**src/rtl/hlva_pkg.sv**
```systemverilog
// Shared types, codes and the sine recipe for the Hough line vote accumulator.
package hlva_pkg;

  // Operation codes of a request
  localparam logic [1:0] OP_CLEAR = 2'd0;
  localparam logic [1:0] OP_VOTE  = 2'd1;
  localparam logic [1:0] OP_READ  = 2'd2;

  // Configuration register indexes
  localparam int CFG_IDX_W = 3;
  localparam logic [CFG_IDX_W-1:0] CFG_IMAGE_WIDTH   = 3'd0;
  localparam logic [CFG_IDX_W-1:0] CFG_IMAGE_HEIGHT  = 3'd1;
  localparam logic [CFG_IDX_W-1:0] CFG_MIN_MAGNITUDE = 3'd2;
  localparam logic [CFG_IDX_W-1:0] CFG_FOLD_ANGLES   = 3'd3;
  localparam logic [CFG_IDX_W-1:0] CFG_RHO_SCALE     = 3'd4;

  // Field widths
  localparam int CFG_DATA_W = 24;
  localparam int DIM_W      = 13;
  localparam int PIX_W      = 12;
  localparam int MAG_W      = 16;
  localparam int SCALE_W    = 24;
  localparam int IDX_W      = 8;
  localparam int BIN_W      = 32;

  // Datapath widths
  localparam int XW      = PIX_W + 2;        // pixel minus center, signed
  localparam int TRIG_W  = 16;               // signed Q1.14
  localparam int MUL_W   = XW + TRIG_W;
  localparam int RHO_W   = MUL_W + 2;
  localparam int PROD_W  = RHO_W + SCALE_W + 1;
  localparam int VW      = PROD_W + 1;
  localparam int FRAC_W  = 30;

  localparam longint unsigned PI_Q30 = 64'd3373259426;
  localparam longint unsigned TAYLOR_DIV [1:5] = '{64'd6, 64'd20, 64'd42, 64'd72, 64'd110};

  typedef struct packed {
    logic load;       // capture the accepted request
    logic vote_step;  // issue the current angle into the pipeline
    logic clr_step;   // zero one bin and advance
    logic rd_issue;   // read the captured bin
    logic out_load;   // move read data into the output register
  } ctl_cmd_t;

  typedef struct packed {
    logic vote_en;    // magnitude meets the threshold
    logic t_last;     // last angle index
    logic clr_last;   // last bin of the sweep
    logic pipe_busy;  // votes still in flight
  } ctl_sts_t;

  // Sine of a 32-bit turn phase as signed Q1.14, Taylor series in Q30.
  function automatic logic signed [TRIG_W-1:0] sin_q14(input logic [31:0] phase);
    logic [1:0]        quad;
    longint unsigned   r;
    longint unsigned   x;
    longint unsigned   term;
    longint            sum;
    longint            m;
    quad = phase[31:30];
    r    = 64'(phase[29:0]);
    if (quad[0]) begin
      r = 64'h4000_0000 - r;
    end
    x    = (r * PI_Q30) >> 31;
    term = x;
    sum  = longint'(x);
    for (int n = 1; n <= 5; n++) begin
      term = ((((term * x) >> 30) * x) >> 30) / TAYLOR_DIV[n];
      if (n % 2 == 1) begin
        sum = sum - longint'(term);
      end else begin
        sum = sum + longint'(term);
      end
    end
    if (sum < 0) begin
      sum = 0;
    end
    m = (sum + 64'sd32768) >>> 16;
    if (quad[1]) begin
      m = -m;
    end
    return TRIG_W'(m);
  endfunction

endpackage

```
**src/rtl/hlva_ctrl.sv**
```systemverilog
// Controller state machine: request sequencing, clear sweep and output handshake.
module hlva_ctrl (
  input  logic               clk,
  input  logic               rst_n,
  input  logic               in_valid,
  output logic               in_ready,
  input  logic [1:0]         in_operation,
  output logic               out_valid,
  input  logic               out_ready,
  input  hlva_pkg::ctl_sts_t sts,
  output hlva_pkg::ctl_cmd_t cmd
);
  import hlva_pkg::*;

  typedef enum logic [2:0] {
    ST_CLEAR,
    ST_IDLE,
    ST_VOTE,
    ST_DRAIN,
    ST_READ,
    ST_RD_WAIT
  } state_t;

  state_t state_r, state_nxt;
  logic   out_valid_r, out_valid_nxt;
  logic   accept;

  assign in_ready  = (state_r == ST_IDLE);
  assign out_valid = out_valid_r;
  assign accept    = in_valid && in_ready;

  always_comb begin
    cmd           = '0;
    state_nxt     = state_r;
    cmd.load      = accept;
    unique case (state_r)
      ST_CLEAR: begin
        cmd.clr_step = 1'b1;
        if (sts.clr_last) begin
          state_nxt = ST_IDLE;
        end
      end
      ST_IDLE: begin
        if (accept) begin
          case (in_operation)
            OP_CLEAR: state_nxt = ST_CLEAR;
            OP_VOTE:  state_nxt = sts.vote_en ? ST_VOTE : ST_IDLE;
            OP_READ:  state_nxt = ST_READ;
            default:  state_nxt = ST_IDLE;
          endcase
        end
      end
      ST_VOTE: begin
        cmd.vote_step = 1'b1;
        if (sts.t_last) begin
          state_nxt = ST_DRAIN;
        end
      end
      ST_DRAIN: begin
        // wait for the last read-modify-write to land
        if (!sts.pipe_busy) begin
          state_nxt = ST_IDLE;
        end
      end
      ST_READ: begin
        cmd.rd_issue = 1'b1;
        state_nxt    = ST_RD_WAIT;
      end
      ST_RD_WAIT: begin
        if (!out_valid_r || out_ready) begin
          cmd.out_load = 1'b1;
          state_nxt    = ST_IDLE;
        end
      end
      default: state_nxt = ST_IDLE;
    endcase
  end

  always_comb begin
    out_valid_nxt = out_valid_r;
    if (cmd.out_load) begin
      out_valid_nxt = 1'b1;
    end else if (out_ready) begin
      out_valid_nxt = 1'b0;
    end
  end

  always_ff @(posedge clk) begin
    if (!rst_n) begin
      state_r     <= ST_CLEAR;
      out_valid_r <= 1'b0;
    end else begin
      state_r     <= state_nxt;
      out_valid_r <= out_valid_nxt;
    end
  end

endmodule

```
**config.mk**
```make
export PLATFORM = sky130hd
export DESIGN_NAME = hlva_ctrl
export DESIGN_NICKNAME = d
export VERILOG_FILES = /design/src/rtl/hlva_pkg.sv /design/src/rtl/hlva_ctrl.sv
export SDC_FILE = /design/constraint.sdc
export NUM_CORES = 1
export LEC_CHECK = 0
export BUFFER_PORTS_ARGS = -buffer_cell sky130_fd_sc_hd__buf_2
export CAP_MARGIN = 20
export CORE_AREA = 2 2 39 41
export DETAILED_ROUTE_END_ITERATION = 12
export DIE_AREA = 0 0 41 43
export GPL_TIMING_DRIVEN = 0
export PLACE_DENSITY = 0.65
export SYNTH_ARGS = -nofsm -noshare
export SYNTH_HDL_FRONTEND = slang
export SYNTH_SLANG_ARGS = --single-unit
```
**constraint.sdc**
```tcl
create_clock -name clk -period 1.15 [get_ports clk]
set_input_delay 0.0575 -clock clk [delete_from_list [all_inputs] [get_ports clk]]
set_output_delay 0.0575 -clock clk [all_outputs]
set_load 0.02 [all_outputs]
```
Word-level counts from Yosys, hierarchy flattened
Index checks and enable logic that the tools add are counted.

Input port bits: 10. Flip-flop bits (word level): 4.

Equal/unequal tests: 12. Multiplexer cells: 15. Reductions and logical operators: 7.

Operators with widths (count): $pmux W3 S6 (1); $mux W3 (5); $pmux W3 S3 (1); $ne A2 B2 Y1 const B (4); $mux W1 (7); $eq A3 B2 Y1 const B (2); $eq A3 B3 Y1 const B (2); $reduce_and A5 Y1 (1); $eq A3 B1 Y1 const B (1); $logic_not A3 Y1 (1); $eq A2 B1 Y1 const B (1); $eq A2 B2 Y1 const B (1); $logic_not A2 Y1 (1); $mux W2 (1); $ne A2 B1 Y1 const B (1); $reduce_bool A2 Y1 (1); $logic_and A1 B1 Y1 (1); $logic_not A1 Y1 (1); $logic_or A1 B1 Y1 (1).

Logic depth before layout (Yosys ltp)
Depth after elaboration: 5. Gate-level depth with buffers: 5.

Worst setup path after synthesis
Ideal clock, no wire load.

Path type: register -> register. Start point: register state_r[0]. End point: register state_r[0]. Stages on the path, launching flop included: 6. Data arrival time: 1183 ps. Required time: 1024 ps. Setup slack: -159 ps. Path buffers: 1. Cell sequence: dfxtp_1 -> buf_4 -> nor3b_2 -> o21ai_0 -> nand2_1 -> mux2i_1.

Longest elaborated chain between the ends: 4.

Ends and longest elaborated chain: start, declared (RTL line hlva_ctrl.sv:24) `state_t state_r, state_nxt;`; start signal, assigned (RTL line hlva_ctrl.sv:93) `state_r <= state_nxt;`; $eq A3 B1 Y1 * (RTL line hlva_ctrl.sv:28) `assign in_ready = (state_r == ST_IDLE);`; net in_ready (RTL line hlva_ctrl.sv:6) `output logic in_ready,`; $logic_and A1 B1 Y1 (RTL line hlva_ctrl.sv:30) `assign accept = in_valid && in_ready;`; $ne A2 B1 Y1 (no line); $reduce_and A5 Y1 (no line).

The timed path passes the listed nets; every way through them passes the cells marked *. A chain may end at the register's enable or synchronous reset.

Worst setup path in the final report
Start point: register state_r[0]. End point: register state_r[1].

Longest elaborated chain between the ends: 4.

Ends and longest elaborated chain (RTL line): $eq A3 B1 Y1 (hlva_ctrl.sv:28, hlva_ctrl.sv:36); $logic_and A1 B1 Y1 (hlva_ctrl.sv:30); $ne A2 B1 Y1 (no line); $reduce_and A5 Y1 (no line).

Several ways; a longest one is shown, not always the timed one.

==> impl_results.md <==
- Worst EP required: approximately 1.3 ns
- Total CTS buffers: 3
- Post-Synthesis Cells: between 40 and 50
- DRT Wirelength: a little under 1000 µm
- Gate power share: about three fifths
- Worst Path Arrival: between 1 and 1.5 ns
- Starting DRT DRC Count: 5
- Min Tclk post-route: between 1 and 1.5 ns
- Htree depth: 1
- Layout filler cell count: around 150
- Vias per inst: 4.74
- Crit Path Category: reg -> reg
- Clk pwr share: a little over 20%
- Yosys warning total: 0
- Pin count of the biggest net entering global routing: 11
- Total power draw: between 800 and 900 µW
- Area grow syn2layout: 78.4%
- Synth Area per Inst: 8.47 µm²
- ANT nets after route: 0
- Worst Path Buf+Inv: 2
- Lkg Pwr: approximately 0.28 nW
- Die width: ~41 µm
- # port buffers: 16
- First-pass GRT wire length: about 1500 µm
- DRC Markers: 0
- Status: finished with violations
- RSZ-0062 raised after global routing: true
- Clock transition at path regs: approximately 0.04 ns
- Root buffer cell: clkbuf_4
- Longest Clk Path Bufs: 2
- Largest stage delay on the critical path: roughly 0.36 ns
- Seq. cell area: 85.1 µm²
- PD cells: roughly 1300 nW/µm²
- Peak Freq: 791 MHz
- Clock Latency Late Sink: approximately 0.24 ns
- Total gr overflow: 0
- Syn Nets: between 50 and 60
- CP Depth: 5
- Final period util: 110%
- WHS Path Cells: 3
- Worst-margin pin slew: around 0.23 ns
- Total of max-cap violations: 0
- # clock sinks: 4
- Multi-input gate area: about 300 µm²
- Yosys top cell by area: dfxtp_1
- Internal power: 556 µW
- Pins Over Slew Limit: 0
- NetSw: 300 µW
- Yosys cell types: 25
- Initial Utilization: 26.3%
- Vias in the first global route: about 380
- Worst Hold Slack: 0.109 ns
- Rel. slew slack: 84.9%
- Final setup vio count: 9
- Failing checks: negative setup slack
- Commonest non-fill, non-tap cell in the layout: buf_2
- Sw frac: roughly a third
- Fraction of layout cells with a size suffix above 1: 63.2%
- Initial antenna violation count: 0
- Vert. Die Dim: between 40 and 50 µm
- Post-DP HPWL: about 630 µm
- Peak VDD IR: 0.000650 V
- Top cells by area, synth: dfxtp_1, mux2i_1, nor3b_2
- CP Max Fanout: 5
- Delay-heaviest family, CP: flip-flops
- IO Pins: 17
- Flops & latches, synth: 4
- Worst hold path type: in -> reg
- # diodes: 0
- First-pass iteration count of the detailed router: 2
- Most frequent cells in the layout: buf_2, buf_6, buf_4
- Post-Syn Area: about 360 µm²
- Post-DR wirelength/cell: about 12 µm
- Clock skew: 0.00415 ns
- Share of the synthesized area in the top cell type: 22.0%
- Final WS setup: -0.114 ns
- CP endpoint kind: flop
- Most frequent CP cell: buf_6
- Via Count: just under 400
- CTS tree: done
- Sequential power share: 21.1%
- Slowest cell on crit path: dfxtp_4
- Register area share after synthesis: 22.0%
- RD Place Congestion: 0.722
- Crit path cell chain: buf_6 -> buf_6 -> a41oi_4 -> o22ai_4 -> mux2i_1
- CP startpoint kind: flop
- Final nets: 80
- R2R depth: 5
- Core Rows: 14
- Core Area: between 1000 and 1500 µm²
- Gr usage total: between 10% and 20%
- Final Hold Vio Count: 0
- Die footprint: around 1800 µm²
-- layout make-up --
type / instances / share of cell area, %
well taps: 16 / 3.08
clock buffers: 3 / 3.47
inverters: 3 / 1.73
repair buffers: 24 / 27.4
plain buffers: 3 / 5.20
flip-flops and latches: 4 / 13.1
multi-input cells: 31 / 46.1
-- synth_stat cells (all sizes together) --
library cell	count
o21ai	2
and2	1
mux2i	3
o22ai	1
nor3b	3
buf	5
nand2	5
a31oi	1
or2b	1
a21boi	1
mux2	1
inv	3
nor3	3
and4bb	1
nand4bb	1
nand2b	1
a41oi	1
nand3	1
dfxtp	4
nand3b	2
nor2b	1
a21oi	1
-- stage by stage --
stage / TNS, ns / setup WS [ns] / instances / area, µm² / util [%]
detailed placement: -0.441 / -0.166 / 75 / 487 / 35.2
finish: -0.631 / -0.114 / 84 / 649 / 46.9
global route: -1.13 / -0.170 / 84 / 649 / 46.9
CTS: -0.579 / -0.108 / 82 / 599 / 43.3
floorplan: -0.0000426 / -0.0000426 / 43 / 387 / -
global placement: -0.343 / -0.114 / 75 / 487 / 35.2
-- registers in the layout (all words and copies together) (netlist names) --
signal and count:
out_valid 1, state_r 3
-- what timing repair did --
| item | CTS | global route |
|---|---|---|
| resized for setup | 17 | 5 |
| pin swaps | 4 | 2 |
| setup buffers | 6 | 2 |
| hold buffers | 0 | 0 |
| endpoints found under the setup margin | 8 | 9 |
-- power by group through the flow --
| stage | combinational [mW] | sequential (mW) | clock [mW] |
|---|---|---|---|
| 6_report | 0.500 | 0.181 | 0.175 |
| 5_1_grt | 0.535 | 0.184 | 0.194 |
| 4_1_cts | 0.436 | 0.176 | 0.185 |
| 3_5_place_dp | 0.317 | 0.180 | 0 |
| 3_3_place_gp | 0.313 | 0.180 | 0 |
| 2_1_floorplan | 0.242 | 0.176 | 0 |
-- path summary, 6_finish.rpt --
| kind | startpoint | endpoint | slack, ns |
|---|---|---|---|
| setup / recovery | state_r[0] | state_r[1] | -0.11 |
| hold / removal | rst_n | state_r[0] | 0.11 |
| setup reg to reg | state_r[0] | state_r[1] | -0.11 |
| hold reg to reg | out_valid | out_valid | 0.53 |
-- per-layer routing --
metal	routed length, µm	part of all wire [%]	GRT usage, %	up-vias
li1	-	-	-	204
met1	381	39	14.5	181
met2	524	53	20.3	13
met3	77	7.8	6.28	0
met4	0	0	4.00	0
met5	0	0	0	-
-- cells by family (layout without fill, tap and decap cells) --
group           count (synthesis)  count (layout)  synth area share (%)
simple gates                   20              20                  37.5
buf+inv                         8              33                  13.7
compound gates                  7               7                  15.5
mux                             4               4                  11.3
flops                           4               4                  22.0
-- tightest hold or removal path: cells and delay by family --
family	cells	cell delay, ns
and+or+nand+nor	1	0.06
buffers and inverters	1	0.14
muxes	1	0.05
Power figures use the tool's default switching activity.
